**config.mk**
```make
export PLATFORM = sky130hd
export DESIGN_NAME = mrf_front_flat
export DESIGN_NICKNAME = d
export VERILOG_FILES = /design/src/design/mrf_pkg.sv /design/src/design/mrf_in_if.sv /design/src/design/mrf_front.sv /design/src/flat_wrapper.sv
export SDC_FILE = /design/constraint.sdc
export NUM_CORES = 1
export LEC_CHECK = 0
export BUFFER_PORTS_ARGS = -buffer_cell sky130_fd_sc_hd__buf_2
export CAP_MARGIN = 10
export CORE_MARGIN = 2
export CORE_UTILIZATION = 45
export CTS_CLUSTER_SIZE = 28
export DETAILED_ROUTE_END_ITERATION = 10
export PLACE_DENSITY = 0.71
export SKIP_CTS_REPAIR_TIMING = 1
export SYNTH_ARGS = -nofsm -noshare
export SYNTH_HDL_FRONTEND = slang
export SYNTH_SLANG_ARGS = --single-unit
```
**constraint.sdc**
```tcl
create_clock -name clk -period 3.5 [get_ports clk]
set_input_delay 0.35 -clock clk [delete_from_list [all_inputs] [get_ports clk]]
set_output_delay 0.35 -clock clk [all_outputs]
set_load 0.02 [all_outputs]
```
**src/design/mrf_pkg.sv**
```systemverilog
// mrf_pkg: shared constants, widths, types and state codes of the Modbus RTU response framer
// no dependencies; imported by the channel interfaces and all framer modules
`timescale 1ns / 1ps

package mrf_pkg;

  // sizing
  localparam int LINKS          = 4;
  localparam int STORE_DEPTH    = 256;
  localparam int MAX_BYTE_COUNT = 125;

  // fixed field widths
  localparam int LINK_W = 2;
  localparam int BYTE_W = 8;
  localparam int VCNT_W = 3;

  // framing constants
  localparam int MIN_HELD  = 5;
  localparam int EXC_LEN   = 5;
  localparam int WRITE_LEN = 8;
  localparam int EXC_BIT   = 7;
  localparam int BEAT_BYTES = 4;
  localparam logic [BYTE_W-1:0] FN_READ_HOLDING = 8'h03;
  localparam logic [BYTE_W-1:0] FN_WRITE_SINGLE = 8'h06;
  localparam logic [BYTE_W-1:0] FN_WRITE_MULTI  = 8'h10;

  // derived widths
  localparam int FRAME_MAX = (EXC_LEN + MAX_BYTE_COUNT > WRITE_LEN) ?
                             EXC_LEN + MAX_BYTE_COUNT : WRITE_LEN;
  localparam int LEN_W      = $clog2(FRAME_MAX + 1);
  localparam int PTR_W      = $clog2(STORE_DEPTH);
  localparam int HELD_W     = $clog2(STORE_DEPTH + 1);
  localparam int SUM_W      = HELD_W + 1;
  localparam int CMP_W      = (HELD_W > LEN_W) ? HELD_W : LEN_W;
  localparam int ADDR_W     = $clog2(LINKS * STORE_DEPTH);
  localparam int LINK_IDX_W = (LINKS > 1) ? $clog2(LINKS) : 1;

  // one received byte queued between front and back
  typedef struct packed {
    logic [LINK_W-1:0] link;
    logic [BYTE_W-1:0] data;
  } item_t;

  // back-end sequencer
  typedef enum logic [2:0] {
    ST_IDLE,
    ST_CHECK,
    ST_FUNC,
    ST_COUNT,
    ST_BEAT,
    ST_LAST,
    ST_PUSH
  } back_state_t;

endpackage

```
**src/design/mrf_in_if.sv**
```systemverilog
// mrf_in_if: received-byte channel, valid/ready with link number and byte
// depends on mrf_pkg
`timescale 1ns / 1ps

interface mrf_in_if;
  import mrf_pkg::*;

  logic              valid;
  logic              ready;
  logic [LINK_W-1:0] link;
  logic [BYTE_W-1:0] rx_byte;

  modport source (output valid, output link, output rx_byte, input ready);
  modport sink   (input valid, input link, input rx_byte, output ready);
endinterface

```
**src/design/mrf_front.sv**
```systemverilog
// mrf_front: accepts received bytes, discards those of links out of range, queues the rest
// depends on mrf_pkg and mrf_in_if; feeds mrf_back
`timescale 1ns / 1ps

module mrf_front (
  input  logic          clk,
  input  logic          rst,
  mrf_in_if.sink        rx,
  output mrf_pkg::item_t q_item,
  output logic          q_valid,
  input  logic          q_pop
);
  import mrf_pkg::*;

  localparam int Q_DEPTH = 2;

  item_t      q_mem [Q_DEPTH];
  logic       wr_ptr;
  logic       rd_ptr;
  logic [1:0] q_count;
  logic       accept;
  logic       link_ok;
  logic       push;

  assign rx.ready = (q_count < 2'(Q_DEPTH));
  assign accept   = rx.valid && rx.ready;
  assign link_ok  = (32'(rx.link) < LINKS);
  assign push     = accept && link_ok;

  assign q_valid  = (q_count != 2'd0);
  assign q_item   = q_mem[rd_ptr];

  always_ff @(posedge clk) begin
    if (rst) begin
      wr_ptr  <= 1'b0;
      rd_ptr  <= 1'b0;
      q_count <= 2'd0;
    end else begin
      if (push) wr_ptr <= ~wr_ptr;
      if (q_pop) rd_ptr <= ~rd_ptr;
      unique case ({push, q_pop})
        2'b10:   q_count <= q_count + 2'd1;
        2'b01:   q_count <= q_count - 2'd1;
        default: q_count <= q_count;
      endcase
    end
  end

  always_ff @(posedge clk) begin
    if (push) begin
      q_mem[wr_ptr].link <= rx.link;
      q_mem[wr_ptr].data <= rx.rx_byte;
    end
  end

  a_count_bound: assert property (@(posedge clk) disable iff (rst)
    q_count <= 2'(Q_DEPTH))
    else $error("front queue count beyond its depth");

  a_pop_nonempty: assert property (@(posedge clk) disable iff (rst)
    q_pop |-> q_count != 2'd0)
    else $error("front queue popped while empty");

endmodule

```
**src/flat_wrapper.sv**
```systemverilog
// flat-port wrapper written by rule: the top's interface ports become plain ports
module mrf_front_flat import mrf_pkg::*;
  (clk, rst, q_item, q_valid, q_pop, rx_valid, rx_link, rx_rx_byte, rx_ready);
  mrf_in_if rx_i ();
  input  logic clk;
  input  logic rst;
  output mrf_pkg::item_t q_item;
  output logic q_valid;
  input  logic q_pop;
  input wire logic [$bits(rx_i.valid)-1:0] rx_valid;
  input wire logic [$bits(rx_i.link)-1:0] rx_link;
  input wire logic [$bits(rx_i.rx_byte)-1:0] rx_rx_byte;
  output wire logic [$bits(rx_i.ready)-1:0] rx_ready;
  assign rx_i.valid = rx_valid;
  assign rx_i.link = rx_link;
  assign rx_i.rx_byte = rx_rx_byte;
  assign rx_ready = rx_i.ready;
  mrf_front u_core (.clk(clk), .rst(rst), .rx(rx_i), .q_item(q_item), .q_valid(q_valid), .q_pop(q_pop));
endmodule
```
# ---- Word level (Yosys, flattened, before mapping)
# Memories as Yosys holds them, arrays and structs flattened. A register that Yosys moved wholly into a read port is not among the register bits.
# Cells that the tools add are included.
dict set report word_totals {
  regBits 4
  ram_bits 20
  inputBits 14
  out_inout_bits 12
  n_memories 1
}
dict set report op_classes {
  n_addsub 2
  magnitude_cmp 1
  n_eq_ne 2
  n_mux 5
  n_bitwise 2
  n_reduce_logical 3
}
# name depth width read_ports rd_clocked_by_memory_dff write_ports line_no
set memory_table {}
lappend memory_table {u_core.q_mem 2 10 1 1 1 mrf_front.sv:17} ;# item_t q_mem [Q_DEPTH];
# cell count
set op_table {}
lappend op_table {{1-bit 2-to-1 mux} 4}
lappend op_table {{2-bit one-hot mux with 2 select lines} 1}
lappend op_table {{2-bit nonzero test} 2}
lappend op_table {{2-bit by 1-bit adder with 2-bit output, second input constant} 1}
lappend op_table {{2-bit by 1-bit equality test with 1-bit output, second input constant} 1}
lappend op_table {{2-bit equality test, second input constant} 1}
lappend op_table {{2-bit less-than comparator, second input constant} 1}
lappend op_table {{1-bit NOT} 2}
lappend op_table {{2-bit by 1-bit subtractor with 2-bit output, second input constant} 1}
lappend op_table {{1-bit logical AND} 1}

# ---- Longest topological paths before layout
# Gate-level depths: netlist of run 1.
dict set report depth {
  depth_word 4
  mapped_depth 5
  depth_no_buf 5
}

# ---- Worst setup path after synthesis of run 1
# Ideal clock, no wire load.
dict set report synth_timing {
  path_type {register -> register}
  start {register u_core.q_count[1]}
  end {memory u_core.q_mem[0][0] (netlist name) (enable)}
  setup_ns 0.376
  arrival_time_ns 0.951
  t_required_ns 3.124
  setup_slack_ns 2.173
  path_stages_with_launch 3
  n_path_buf 0
  path_cell_list {dfxtp_1 nand2b_1 nor2_1}
}
dict set report synth_between {
  elab_chain_cells 4
}
# item line_no
set synth_lines {}
lappend synth_lines {{from (decl)} mrf_front.sv:20} ;# logic [1:0] q_count;
lappend synth_lines {{from (signal assigned)} mrf_front.sv:42} ;# 2'b10: q_count <= q_count + 2'd1;
lappend synth_lines {{from (signal assigned)} mrf_front.sv:43} ;# 2'b01: q_count <= q_count - 2'd1;
lappend synth_lines {{from (signal assigned)} mrf_front.sv:44} ;# default: q_count <= q_count;
lappend synth_lines {{2-bit less-than comparator} mrf_front.sv:25} ;# assign rx.ready = (q_count < 2'(Q_DEPTH));
lappend synth_lines {{1-bit logical AND} mrf_front.sv:26} ;# assign accept = rx.valid && rx.ready;
lappend synth_lines {{1-bit 2-to-1 mux} mrf_front.sv:50} ;# if (push) begin
lappend synth_lines {{1-bit 2-to-1 mux (implied by the code)} mrf_front.sv:52} ;# q_mem[wr_ptr].data <= rx.rx_byte;
lappend synth_lines {{to (decl)} mrf_front.sv:17}
# No other way between the ends.

==> results of run 1 <==
[final cells by class]
type                       count  share of cell area, %
clock buffer                   4                   2.38
tap                           27                   3.06
timing repair buffer          25                   11.3
inverter                       1                  0.340
sequential                    25                   63.5
multi-input combinational     26                   19.4
[routing by layer]
metal | vias to the layer above | global-route usage (%)
met1 | 227 | 14.5
li1 | 248 | -
met4 | 0 | 7.14
met3 | 4 | 3.07
met5 | - | 0
met2 | 17 | 20.3
[how the worst max path moves through the flow]
stage	end	depth (start not counted)	slack, ps
after floorplan	u_core.q_mem[0][0]	2	2170
after global placement	u_core.q_mem[0][8]	3	1980
after detailed placement	u_core.q_mem[0][8]	3	1960
after CTS	q_item[6]	2	1640
after global routing	q_item[9]	2	1590
final	q_item[6]	2	1690
[cell families after synthesis]
kind of cell / share of synthesized area [%]
compound gates: 1.08
fa+ha+maj: 1.35
flops: 75.9
mux: 12.2
xor+xnor: 3.79
buf+inv: 0.948
simple gates: 4.74
[sequential cells by signal, indices dropped and copies added, names as in the netlist, named ones only]
| signal | count |
|---|---|
| u_core.q_count | 2 |
| u_core.rd_ptr | 1 |
| u_core.q_mem | 20 |
| u_core.wr_ptr | 1 |
[power groups by stage]
stage	sequential, mW	combinational [mW]	clock [mW]
detailed placement	0.386	0.133	0
CTS	0.380	0.134	0.124
global placement	0.385	0.131	0
floorplan	0.378	0.0982	0
global route	0.383	0.146	0.132
finish	0.379	0.132	0.121
[metrics by stage]
stage | setup WS (ps) | total power [mW]
5_1_grt | 1590 | 0.662
3_5_place_dp | 1960 | 0.519
2_1_floorplan | 2170 | 0.476
4_1_cts | 1640 | 0.638
3_3_place_gp | 1980 | 0.516
6_report | 1690 | 0.632
[cells in the final DEF (no fill, tap or decap)]
| master | count |
|---|---|
| or3_1 | 1 |
| and3_1 | 1 |
| inv_1 | 1 |
| nor2_1 | 5 |
| dfxtp_1 | 5 |
| clkbuf_4 | 3 |
| xor2_1 | 2 |
| mux2_2 | 10 |
| or2_2 | 1 |
| nand2b_1 | 1 |
| a21oi_1 | 1 |
| clkbuf_1 | 1 |
| buf_2 | 25 |
| o21ai_0 | 1 |
| xnor2_1 | 2 |
| edfxtp_1 | 20 |
| ha_1 | 1 |
==> flow_summary.toml, run 1 <==
[floorplanning]
ios = 26
initial_core_util_pct = 47.6
dieArea_sq_mm = 0.00243
dieHeight_um = 49.3
num_rows = 16
fp.dieW_um = 49.3
coreArea_sq_mm = 0.00194

[timing]
finalSetupViolCount = 0
relSlewSlack_pct = 47.2
tightest_slew_ps = 790
rsz0062_at_grt = "no"
maxSlewViolCount = 0
post-route-period-util_pct = 51.7
skew_ps = 3.99
hold_violations = 0
max_freq_mhz = 553
finalSetupTns_ps = 0
holdWs_ps = 225
fin_crit_ps = 1810

[yosys]
avgSynthCellArea_sq_um = 17.4
synthMostInstantiatedCell = "edfxtp_1"
synth_area_leaders = "edfxtp_1, mux2_2, dfxtp_1"
synth_seq_area_share_pct = 75.9
yosys_warnings = 0
ys_ff_latch = 25
synthArstFlopShare_pct = 0
syn_nets = 68
yosys-top-cells-count = "edfxtp_1, mux2_2, dfxtp_1, nor2_1"
synth_edf_count = 20
synth.distinct_cells = 15
yosysTopAreaCell = "edfxtp_1"
yosysTopAreaCellShare_pct = 65.0
netlist_area_sq_um = 923
netlist_instances = 53
synth_ff_type = "edfxtp_1"

[finish]
syn_to_final_growth_pct = 19.5
drive_above_1_share_pct = 48.1
register_area_sq_um = 701
design_area_sq_mm = 0.00110
fill_cells = 162
final_cells = 108
multi_input_area_sq_um = 214
final_nets = 97
n_antenna_cell = 0
fin_util_pct = 56.8

[worst_hold_path]
holdPathStages = 1
min_path_type = "in2reg"
min_to = "u_core.q_mem[1][3]"
hold_start = "rx_rx_byte[3]"

[setup_path]
crit_fanout = 10
cpPeakStageDelay_ps = 610
reg2reg_to = "u_core.q_mem[0][1]"
crit_required_ps = 3150
cp_num_buf_inv = 1
r2r_slack_ps = 1980
critPathKind = "reg2out"
start_kind = "flip-flop"
arrival_ps = 1460
ff2ff_path_depth = 2
crit_chain = "mux2_2 > buf_2"
end_kind = "output pin"
path_delay_family = "flip-flops"
timing.rr.start = "u_core.q_count[1]"
critPathSlowestCell = "dfxtp_1"

[drt]
routed.top_layer = "met4"
via_count = 496
wl_met1_um = 555
drc_errors = 0
dr_wl_met3_um = 77
met2_length_um = 619
post_drt_wl_per_cell_um = 11.9
drt_pass1_iterations = 4
routed_wl_um = 1280
detail_route.iter0.violations = 10
routed_via_density = 4.59
ant_nets = 0

[clock_network]
clk-insertion-delay-late_ps = 310
cts.sinks = 25
htreeDepth = 1
tritoncts = "built"
clk_pin_slew_worst_paths_ps = 120
cts.path.max_buffers = 2
cts_buffers = 3
cts-root-buf = "clkbuf_4"

[global_routing]
grt_usage_pct = 12.3
grt_overflow_total = 0
grt_antenna_before_repair = 0
grt_max_degree = 14
grt_pass1_vias = 495
grt_pass1_wl_um = 2170

[power_and_ir_drop]
switching_share_pct = 26.8
power.density_mw_per_mm2 = 572
seqPwrFrac_pct = 60.0
combPwrFrac_pct = 20.9
internal_power_mw = 0.463
pwr-share-clk_pct = 19.1
p_leak_nw = 0.428
ir_worst_vdd_mv = 0.299
switching_power_mw = 0.169

[placement]
finalWeightedCongestion = 0.645
placed_cell_area_sq_mm = 0.00108
dpl.hpwl_um = 900
port_buffers = 25
post-place-cells = 104

[flow_run]
max_cap_viol_count = 0

[outcome]
status = "completed"
(Power assumes the default switching activity.)
==> run 2, diff against run 1 <==
- clock period: 3.5 -> 1.8 ns (I/O delays scaled with it)
==> flow_summary.toml, run 2 (synthesis results as in run 1) <==
[outcome]
status = "completed"

[clock_network]
cts.path.max_buffers = 2
cts_buffers = 3
clk_pin_slew_worst_paths_ps = 120
htreeDepth = 1
cts-root-buf = "clkbuf_4"
tritoncts = "built"
cts.sinks = 25
clk-insertion-delay-late_ps = 300

[worst_hold_path]
hold_start = "rx_rx_byte[6]"
min_path_type = "in2reg"

[finish]
fill_cells = 176
reg.largest.list = "u_core.q_mem (20), u_core.q_count (2)"
final_cell_mix = "buf_2, edfxtp_1, mux2_2"
syn_to_final_growth_pct = 20.3
drive_above_1_share_pct = 48.8
fin_util_pct = 57.2
multi_input_area_sq_um = 214
n_antenna_cell = 0
final_nets = 98
final_cells = 109
largest_reg_flops = 20
regMostFlops = "u_core.q_mem"
register_area_sq_um = 701
design_area_sq_mm = 0.00111
final_common_cell = "buf_2"

[setup_path]
timing.rr.start = "u_core.q_count[1]"
end_kind = "output pin"
critPathKind = "reg2out"
crit_fanout = 10
crit_required_ps = 1620
start_kind = "flip-flop"
arrival_ps = 1470

[power_and_ir_drop]
p_leak_nw = 0.433
seqPwrFrac_pct = 59.7
internal_power_mw = 0.904
switching_power_mw = 0.329
combPwrFrac_pct = 21.6
ir_worst_vdd_mv = 0.538
power.density_mw_per_mm2 = 1110
pwr-share-clk_pct = 18.7
switching_share_pct = 26.6

[global_routing]
grt_overflow_total = 0
grt_max_degree = 14
grt_pass1_vias = 516
grt_antenna_before_repair = 0
grt_usage_pct = 11.7
grt_pass1_wl_um = 2090

[floorplanning]
num_rows = 16
dieHeight_um = 49.3
initial_core_util_pct = 47.6
dieArea_sq_mm = 0.00243
ios = 26
coreArea_sq_mm = 0.00194
fp.dieW_um = 49.3

[drt]
via_count = 512
ant_nets = 0
post_drt_wl_per_cell_um = 12.3
drt_pass1_iterations = 4
drc_errors = 0
detail_route.iter0.violations = 7
routed_wl_um = 1340
routed_via_density = 4.70

[timing]
tightest_slew_ps = 447
max_freq_mhz = 605
skew_ps = 4.94
finalSetupTns_ps = 0
post-route-period-util_pct = 91.9
finalSetupViolCount = 0
hold_violations = 0
relSlewSlack_pct = 70.1
rsz0062_at_grt = "no"
fin_crit_ps = 1650
maxSlewViolCount = 0
setup_slack_ps = 146

[placement]
port_buffers = 25
finalWeightedCongestion = 0.660
post-place-cells = 105
placed_cell_area_sq_mm = 0.00108
detailedPlace.worstSlack_ps = 396

[flow_run]
max_cap_viol_count = 0
==> run 2: changes by cell type in the layout (fill, tap and decap cells not counted) <==
cell	previous run	this run
buf_4	0	1
==> run 2: worst paths after layout <==
path                   endpoint  slack, ps  cells past startpoint
max                   q_item[3]        150                      2
min          u_core.q_mem[0][6]         60                      1
max reg2reg   u_core.q_count[1]        380                      4
min reg2reg   u_core.q_count[1]        510                      2
==> run 2: worst max-delay path, stage by stage (launching register included) <==
cell and delay [ps]:
dfxtp_1 620, mux2_2 390, buf_2 160
==> run 2: per-layer routing <==
layer / part of all wire, % / GRT usage [%] / vias up
li1: - / - / 253
met1: 42 / 11.8 / 244
met2: 53 / 22.5 / 13
met3: 4.7 / 2.15 / 2
met4: 0.67 / 5.71 / 0
met5: 0 / 0 / -
==> run 2: stage by stage <==
step	power [mW]	hold WS, ps
floorplan	0.926	249
global placement	1.01	367
detailed placement	1.02	371
CTS	1.25	45.8
global route	1.30	44.8
finish	1.23	55.9
==> run 2: power groups by stage <==
stage                     clock network (mW)  logic (mW)  registers [mW]
after global placement                     0       0.264           0.746
after detailed placement                   0       0.268           0.751
final                                  0.231       0.266           0.737
after global routing                   0.259       0.293           0.744
after CTS                              0.241       0.271           0.737
after floorplan                            0       0.191           0.735
==> run 2: cell type report <==
| class | instances | share of cell area [%] |
|---|---|---|
| sequential | 25 | 63.1 |
| multi-input combinational | 26 | 19.3 |
| timing repair buffer | 26 | 11.9 |
| tap | 27 | 3.04 |
| clock buffer | 4 | 2.36 |
| inverter | 1 | 0.338 |
==> run 3, diff against run 2 <==
- HOLD_SLACK_MARGIN: not set -> 0.08
==> flow_summary.toml, run 3 (synthesis results as in run 1) <==
[outcome]
status = "completed"

[timing]
post-route-period-util_pct = 92.2
fin_crit_ps = 1660
holdWs_ps = 86.8
skew_ps = 1.08
rsz0062_at_grt = "no"
max_freq_mhz = 602
finalSetupViolCount = 0
hold_violations = 0
tightest_slew_ps = 456
finalSetupTns_ps = 0
maxSlewViolCount = 0
relSlewSlack_pct = 69.5

[finish]
fill_cells = 166
final_common_cell = "buf_2"
syn_to_final_growth_pct = 31.2
final_nets = 108
reg.largest.list = "u_core.q_mem (20), u_core.q_count (2)"
n_antenna_cell = 0
final_cells = 119
drive_above_1_share_pct = 43.5
largest_reg_flops = 20
fin_util_pct = 62.4
final_cell_mix = "buf_2, edfxtp_1, mux2_2, dlygate4sd3_1"
regMostFlops = "u_core.q_mem"

[floorplanning]
initial_core_util_pct = 47.6
coreArea_sq_mm = 0.00194
dieHeight_um = 49.3
num_rows = 16
dieArea_sq_mm = 0.00243
ios = 26
fp.dieW_um = 49.3

[drt]
ant_nets = 0
routed_via_density = 4.59
routed_wl_um = 1400
detail_route.iter0.violations = 9
via_count = 546
drt_pass1_iterations = 3
post_drt_wl_per_cell_um = 11.8
drc_errors = 0

[setup_path]
arrival_ps = 1480
start_kind = "flip-flop"
end_kind = "output pin"
crit_fanout = 10
critPathKind = "reg2out"
crit_required_ps = 1620
timing.rr.start = "u_core.q_count[1]"

[worst_hold_path]
hold_start = "rst"
min_path_type = "in2reg"

[global_routing]
grt_pass1_wl_um = 2090
grt_antenna_before_repair = 0
grt_pass1_vias = 516
grt_usage_pct = 11.7
grt_overflow_total = 0
grt_max_degree = 14

[flow_run]
max_cap_viol_count = 0

[placement]
post-place-cells = 105
port_buffers = 25
finalWeightedCongestion = 0.660

[clock_network]
htreeDepth = 1
cts_buffers = 3
cts-root-buf = "clkbuf_4"
cts.path.max_buffers = 2
clk-insertion-delay-late_ps = 300
tritoncts = "built"
cts.sinks = 25
clk_pin_slew_worst_paths_ps = 110

[power_and_ir_drop]
p_leak_nw = 0.475
ir_worst_vdd_mv = 0.540
power.density_mw_per_mm2 = 1030
total_power_mw = 1.25
[run 3: per-layer routing]
layer	vias to the layer above	global-route usage (%)	part of all wire, %
met2	13	22.5	54
li1	274	-	-
met4	0	5.71	0.64
met3	2	2.15	3.8
met1	257	11.8	41
met5	-	0	0
[run 3: worst paths after layout]
path / end / slack [ps] / cells after the start
worst max-delay path: q_item[3] / 140 / 2
worst min register to register: u_core.q_count[1] / 510 / 2
worst max register to register: u_core.q_count[1] / 380 / 4
worst min-delay path: u_core.q_count[1] / 90 / 2
[run 3: layout make-up]
| class | count | area, sq um | share of cell area, % |
|---|---|---|---|
| Tap cell | 27 | 33.8 | 2.79 |
| Clock buffer | 4 | 26.3 | 2.17 |
| Multi-Input combinational cell | 26 | 214 | 17.7 |
| Inverter | 1 | 3.75 | 0.310 |
| Timing Repair Buffer | 36 | 233 | 19.2 |
| Sequential cell | 25 | 701 | 57.9 |
[run 3: through the flow]
step	setup slack, ps	instance area [sq um]
4_1_cts	114	1110
3_3_place_gp	454	1080
6_report	140	1210
2_1_floorplan	473	923
3_5_place_dp	396	1080
5_1_grt	46.9	1210
[run 3: worst max-delay path, cell delays in order, from the launching register on]
cell	delay, ps
dfxtp_1	620
mux2_2	400
buf_2	160
[run 3: where the power goes]
part | leakage, nW | switching, mW | internal, mW
clock network | 0.0150 | 0.141 | 0.0863
registers | 0.228 | 0.0339 | 0.703
logic | 0.232 | 0.153 | 0.129
